===== config.mk =====
export PLATFORM = sky130hd
export DESIGN_NAME = mia_divider
export DESIGN_NICKNAME = d
export VERILOG_FILES = /design/src/rtl/core/mia_pkg.sv /design/src/rtl/core/mia_divider.sv
export SDC_FILE = /design/constraint.sdc
export NUM_CORES = 1
export LEC_CHECK = 0
export BUFFER_PORTS_ARGS = -buffer_cell sky130_fd_sc_hd__clkbuf_2
export CAP_MARGIN = 20
export CORE_MARGIN = 2
export CORE_UTILIZATION = 40
export CTS_CLUSTER_DIAMETER = 150
export DETAILED_ROUTE_END_ITERATION = 10
export MAX_ROUTING_LAYER = met4
export PLACE_DENSITY = 0.69
export SYNTH_ARGS = -nofsm -noshare
export SYNTH_HDL_FRONTEND = slang
export SYNTH_SLANG_ARGS = --single-unit

===== constraint.sdc =====
create_clock -name clock -period 9.15 [get_ports clock]
set_input_delay 0.4575 -clock clock [delete_from_list [all_inputs] [get_ports clock]]
set_output_delay 0.4575 -clock clock [all_outputs]
set_load 0.05 [all_outputs]

===== src/rtl/core/mia_pkg.sv =====
// mia_pkg: shared constants, types and the permutation table for the matrix inverse core
// no dependencies; imported by mia_divider and matrix_inverse_adjugate_core
`timescale 1ns / 1ps
`default_nettype none

package mia_pkg;

   localparam int MAX_DIM    = 4;
   localparam int STORE_DEPTH = MAX_DIM * MAX_DIM;
   localparam int ELEM_W     = 32;
   // exact determinant of a 4x4 of 32-bit elements stays below 2^129 in magnitude
   localparam int ACC_W      = 136;
   localparam int PROD_WORDS = 4;
   localparam int NUM_W      = ACC_W + 32;
   localparam int PERM_COUNT = 24;

   typedef logic [ACC_W-1:0] mia_wide_type;

   typedef struct packed {
      logic        done;
      logic        overflow;
      logic [31:0] quotient;
   } mia_div_status_type;

   // permutations of 0..3 in lexicographic order: bit 8 odd parity, bits 2i+1:2i give p(i)
   typedef logic [8:0] mia_perm_type;

   function automatic mia_perm_type perm_entry(input logic [4:0] idx);
      mia_perm_type e;
      case (idx)
         5'd0:  e = {1'b0, 2'd3, 2'd2, 2'd1, 2'd0};
         5'd1:  e = {1'b1, 2'd2, 2'd3, 2'd1, 2'd0};
         5'd2:  e = {1'b1, 2'd3, 2'd1, 2'd2, 2'd0};
         5'd3:  e = {1'b0, 2'd1, 2'd3, 2'd2, 2'd0};
         5'd4:  e = {1'b0, 2'd2, 2'd1, 2'd3, 2'd0};
         5'd5:  e = {1'b1, 2'd1, 2'd2, 2'd3, 2'd0};
         5'd6:  e = {1'b1, 2'd3, 2'd2, 2'd0, 2'd1};
         5'd7:  e = {1'b0, 2'd2, 2'd3, 2'd0, 2'd1};
         5'd8:  e = {1'b0, 2'd3, 2'd0, 2'd2, 2'd1};
         5'd9:  e = {1'b1, 2'd0, 2'd3, 2'd2, 2'd1};
         5'd10: e = {1'b1, 2'd2, 2'd0, 2'd3, 2'd1};
         5'd11: e = {1'b0, 2'd0, 2'd2, 2'd3, 2'd1};
         5'd12: e = {1'b0, 2'd3, 2'd1, 2'd0, 2'd2};
         5'd13: e = {1'b1, 2'd1, 2'd3, 2'd0, 2'd2};
         5'd14: e = {1'b1, 2'd3, 2'd0, 2'd1, 2'd2};
         5'd15: e = {1'b0, 2'd0, 2'd3, 2'd1, 2'd2};
         5'd16: e = {1'b0, 2'd1, 2'd0, 2'd3, 2'd2};
         5'd17: e = {1'b1, 2'd0, 2'd1, 2'd3, 2'd2};
         5'd18: e = {1'b1, 2'd2, 2'd1, 2'd0, 2'd3};
         5'd19: e = {1'b0, 2'd1, 2'd2, 2'd0, 2'd3};
         5'd20: e = {1'b0, 2'd2, 2'd0, 2'd1, 2'd3};
         5'd21: e = {1'b1, 2'd0, 2'd2, 2'd1, 2'd3};
         5'd22: e = {1'b1, 2'd1, 2'd0, 2'd2, 2'd3};
         5'd23: e = {1'b0, 2'd0, 2'd1, 2'd2, 2'd3};
         default: e = '0;
      endcase
      return e;
   endfunction

endpackage

`default_nettype wire


===== src/rtl/core/mia_divider.sv =====
// mia_divider: bit-serial restoring divider, trunc(num * 2^32 / den) on magnitudes
// depends on mia_pkg; reports the low 32 quotient bits and an overflow flag
`timescale 1ns / 1ps
`default_nettype none

module mia_divider
   import mia_pkg::*;
(
   input  wire logic               clock,
   input  wire logic               reset,
   input  wire logic               start,
   input  wire mia_wide_type       num_mag,
   input  wire mia_wide_type       den_mag,
   output mia_div_status_type      status
);

   localparam int CNT_W = $clog2(NUM_W + 1);

   logic [NUM_W-1:0] num_ff, num_in;
   logic [ACC_W:0]   rem_ff, rem_in;
   mia_wide_type     den_ff, den_in;
   logic [31:0]      q_ff, q_in;
   logic             big_ff, big_in;
   logic [CNT_W-1:0] cnt_ff, cnt_in;
   logic             busy_ff, busy_in;
   logic             done_ff, done_in;

   logic [ACC_W:0]   rem_sh;
   logic             ge;

   always_comb begin
      rem_sh = {rem_ff[ACC_W-1:0], num_ff[NUM_W-1]};
      ge     = rem_sh >= {1'b0, den_ff};
      num_in = num_ff;
      rem_in = rem_ff;
      den_in = den_ff;
      q_in   = q_ff;
      big_in = big_ff;
      cnt_in = cnt_ff;
      busy_in = busy_ff;
      done_in = 1'b0;
      if (start) begin
         num_in  = {num_mag, 32'd0};
         den_in  = den_mag;
         rem_in  = '0;
         q_in    = '0;
         big_in  = 1'b0;
         cnt_in  = CNT_W'(NUM_W);
         busy_in = 1'b1;
      end else if (busy_ff) begin
         num_in = {num_ff[NUM_W-2:0], 1'b0};
         rem_in = ge ? (rem_sh - {1'b0, den_ff}) : rem_sh;
         q_in   = {q_ff[30:0], ge};
         big_in = big_ff | q_ff[31];
         cnt_in = cnt_ff - CNT_W'(1);
         if (cnt_ff == CNT_W'(1)) begin
            busy_in = 1'b0;
            done_in = 1'b1;
         end
      end
   end

   always_ff @(posedge clock) begin
      num_ff <= num_in;
      rem_ff <= rem_in;
      den_ff <= den_in;
      q_ff   <= q_in;
      big_ff <= big_in;
      cnt_ff <= cnt_in;
      if (reset) begin
         busy_ff <= 1'b0;
         done_ff <= 1'b0;
      end else begin
         busy_ff <= busy_in;
         done_ff <= done_in;
      end
   end

   assign status.done     = done_ff;
   assign status.overflow = big_ff;
   assign status.quotient = q_ff;

endmodule

`default_nettype wire

==> impl_metrics.ini <==
[routing]
drtAntennaViolNets = 0
drtPass1Iterations = 6
via_per_inst = 5.540
routed_wl_um = 76780
vias = 22940
wl_per_cell_um = 18.54
drtIter0Drc = 1914
drc = 0

[sta]
grt_setup_unrepaired = false
slew_violations = 0
finalHoldViolCount = 0
setup_slack_ps = 3898
maxSlewHeadroom_pct = 28.11
finalCritPeriodShare_pct = 57.40
finalSetupTns_ps = 0
final-setup-viol-count = 0
max_slew.worst_pin.slew_ps = 1078
period_needed_ps = 5252
max_freq_ghz = 0.1904
fin_skew_ps = 64.29

[global_route]
grt_pass1_wl_um = 120400
antenna_found_initial = 10
grtUsageTotal_pct = 21.98
grt_max_degree = 146
grt_overflow = 0
first_global_vias = 22170

[clock_tree]
clkTransAtPathRegs_ps = 60
cts-root-buf = clkbuf_16
insertion_delay_ps = 630
ctsResizeCount = 0
cts_htree_levels = 2
cts_hold_buf = 67
cts_buffer_depth = 3
clock-sinks = 451
tritoncts = done
post-cts-setup-buffers = 0
numCtsBuffers = 52

[critical_path]
r2r_start = den_ff[32]
reg2reg_depth = 15
worstPathMaxFanout = 66
cp_cell_sequence = inv_1, ha_1, a21oi_1, o21ai_1, a221oi_1, o21ai_0, nor3_2, o21ai_4, a21oi_4, o41ai_4, a31oi_4, buf_4, a21oi_1, a21boi_0, nor3_1
r2r-end = rem_ff[39]
startpoint_type = flip-flop
cpLargestDelayFamily = compound AO/OA/AOI/OAI gates
max_stage_delay_ps = 740
critPathBufInv = 2
cp_num_cells = 15
path_class = reg2reg
required_ps = 9640
crit_arrival_ps = 5750
rrSetupSlack_ps = 3900
cp-end-kind = flip-flop
critPathCapture = rem_ff[39]
crit_top_cell = a21oi_1
cp-startpoint = den_ff[32]
crit_slowest_cell = a31oi_4

[synthesis]
synth_area_sq_um = 27260
synth_warnings = 0
syn-num-nets = 3359
synth_edf_count = 272
ys_seq_elements = 451
async_flop_share_pct = 0
ys_seq_area_share_pct = 43.11
synthCells = 2945
synth-main-ff-cell = edfxtp_1
synth.distinct_cells = 87
syn_avg_cell_area_sq_um = 9.256

[die]
die_h_um = 265.1
dieArea_sq_um = 70250
die_w_um = 265.1
rows = 95
core_area_sq_um = 67280
start_util_pct = 40.52
boundaryPins = 309

[power]
swShare_pct = 31.26
p_leak_uw = 0.01333
vdd_drop_max_uv = 139.1
p_clk_share_pct = 34.8
switchingPower_uw = 1873
powerDensity_nw_per_um2 = 188.8
p_int_uw = 4119
seqPwrFrac_pct = 40.6
pwr-share-comb_pct = 24.6

[hold_path]
hold_class = in2reg

[placed_design]
pre_cts_slack_ps = 3921
port-buffer-count = 308
hpwl_um = 56380
place.gp.congestion = 0.9753

[flow_run]
drv_cap = 0

[run_status]
status = completed

[finish]
area_growth_pct = 16.44
drive_gt1_share_pct = 17.65
fillers = 6456
seq_area_sq_um = 11760
final_nets = 3629
multi_input_area_sq_um = 14050
## layer usage
metal  vias to the layer above  global-route usage (%)  part of all wire (%)
li1                      11240                       -                     -
met1                     10780                   28.78                    45
met3                       141                   4.101                   7.1
met5                         -                       -                     0
met4                         0                   8.093                   3.6
met2                       775                   33.98                    45
## cells by family (layout without fill, tap and decap cells)
group           after synthesis  after routing  share of synthesized area [%]
other cells                   0             10                              0
compound gates              879            879                          20.86
buf+inv                     373            686                          5.357
simple gates                803            803                          13.20
flops                       451            451                          43.11
xor+xnor                    123            123                          3.952
mux                         177            177                          7.119
fa+ha+maj                   139            139                          6.408
## cell usage after synthesis, types with 5 or more instances
master     count  area [sq um]
a211o_1        8         70.07
a211oi_1      88         660.6
a21boi_0      21         157.7
a21o_1        82         615.6
a21oi_1      294          1471
a221oi_1       7         61.31
a31oi_1       19         118.9
a32oi_1        6         52.55
and2_1         8         50.05
and3_1        14         87.58
buf_2         34         170.2
clkbuf_1     134         503.0
dfxtp_1      179          3583
edfxtp_1     272          8168
ha_1         138          1727
inv_1        195         732.0
mux2_2       135          1520
mux2i_1       42         420.4
nand2_1      238         893.4
nand2b_1      10         62.56
nand3_1       23         115.1
nand4_1       79         494.2
nor2_1       318          1194
nor2b_1        8         50.05
nor3_1        52         260.3
nor4_1        10         62.56
o2111ai_1      5         43.79
o211a_1       20         200.2
o211ai_1      29         217.7
o21a_1        25         187.7
o21ai_0      155         775.7
o21bai_1      46         345.3
o31ai_1       13         97.59
or2_2          8         50.05
or3_1         11         68.82
xnor2_1       72         630.6
xor2_1        51         446.7
## worst register-to-register path: cells and delay by family (launching register included)
kind	cells	cell delay, ps
compound gates	10	2910
simple gates	2	800
buf+inv	2	790
flops	1	350
fa+ha+maj	1	310
## power by group through the flow
stage	Sequential (uW)	Clock [uW]	Combinational, uW
global route	2450	2220	1630
finish	2430	2080	1470
floorplan	2450	0	1060
CTS	2430	2150	1460
detailed placement	2470	0	1430
global placement	2470	0	1420
## state kept, by name, summed over array words and instances (netlist names)
name	count
big_ff	1
busy_ff	1
cnt_ff	8
den_ff	136
done_ff	1
num_ff	136
q_ff	32
rem_ff	136
## cell usage in the layout (no fill, tap or decap), types with 11 or more instances in the layout
master,count
o31ai_1,13
a21o_1,82
or3_1,11
nand3_1,23
xnor2_1,72
a21boi_0,21
xor2_1,51
and3_1,14
ha_1,138
mux2_2,135
dlygate4sd3_1,67
inv_1,194
a21oi_1,294
nand2_1,238
clkinv_2,11
o21ai_0,155
o211a_1,20
dfxtp_1,178
mux2i_1,42
a211oi_1,88
a31oi_1,19
nor3_1,52
nor2_1,317
clkbuf_2,307
o21a_1,25
o21bai_1,46
clkbuf_16,52
nand4_1,79
clkbuf_1,15
o211ai_1,29
buf_4,16
edfxtp_1,272
## how the worst min path moves through the flow
stage                      startpoint         end  cells after the start
final                     den_mag[76]  den_ff[76]                      1
after floorplan                big_ff      big_ff                      2
after detailed placement       big_ff      big_ff                      2
after global routing      den_mag[76]  den_ff[76]                      1
after CTS                 den_mag[50]  den_ff[50]                      1
after global placement         big_ff      big_ff                      2
## through the flow
step / total power (uW) / instance area, sq um / utilization (%) / cells / hold slack (ps)
5_1_grt: 6303 / 31740 / 47.18 / 4141 / 1.254
3_3_place_gp: 3894 / 29330 / 43.60 / 3967 / 452.6
3_5_place_dp: 3899 / 29330 / 43.60 / 3967 / 461.5
6_report: 5992 / 31740 / 47.18 / 4141 / 24.05
2_1_floorplan: 3509 / 27260 / - / 2945 / 438.0
4_1_cts: 6039 / 31720 / 47.14 / 4131 / 0.01760
## cell type report
cell class,instances,share of cell area [%]
Antenna cell,10,0.07884
Clock buffer,70,4.407
Clock inverter,27,0.9934
Inverter,197,2.338
Multi-Input combinational cell,2121,44.26
Sequential cell,451,37.03
Tap cell,873,3.441
Timing Repair Buffer,392,7.442
Note: power is estimated with default switching activity, not from simulation.
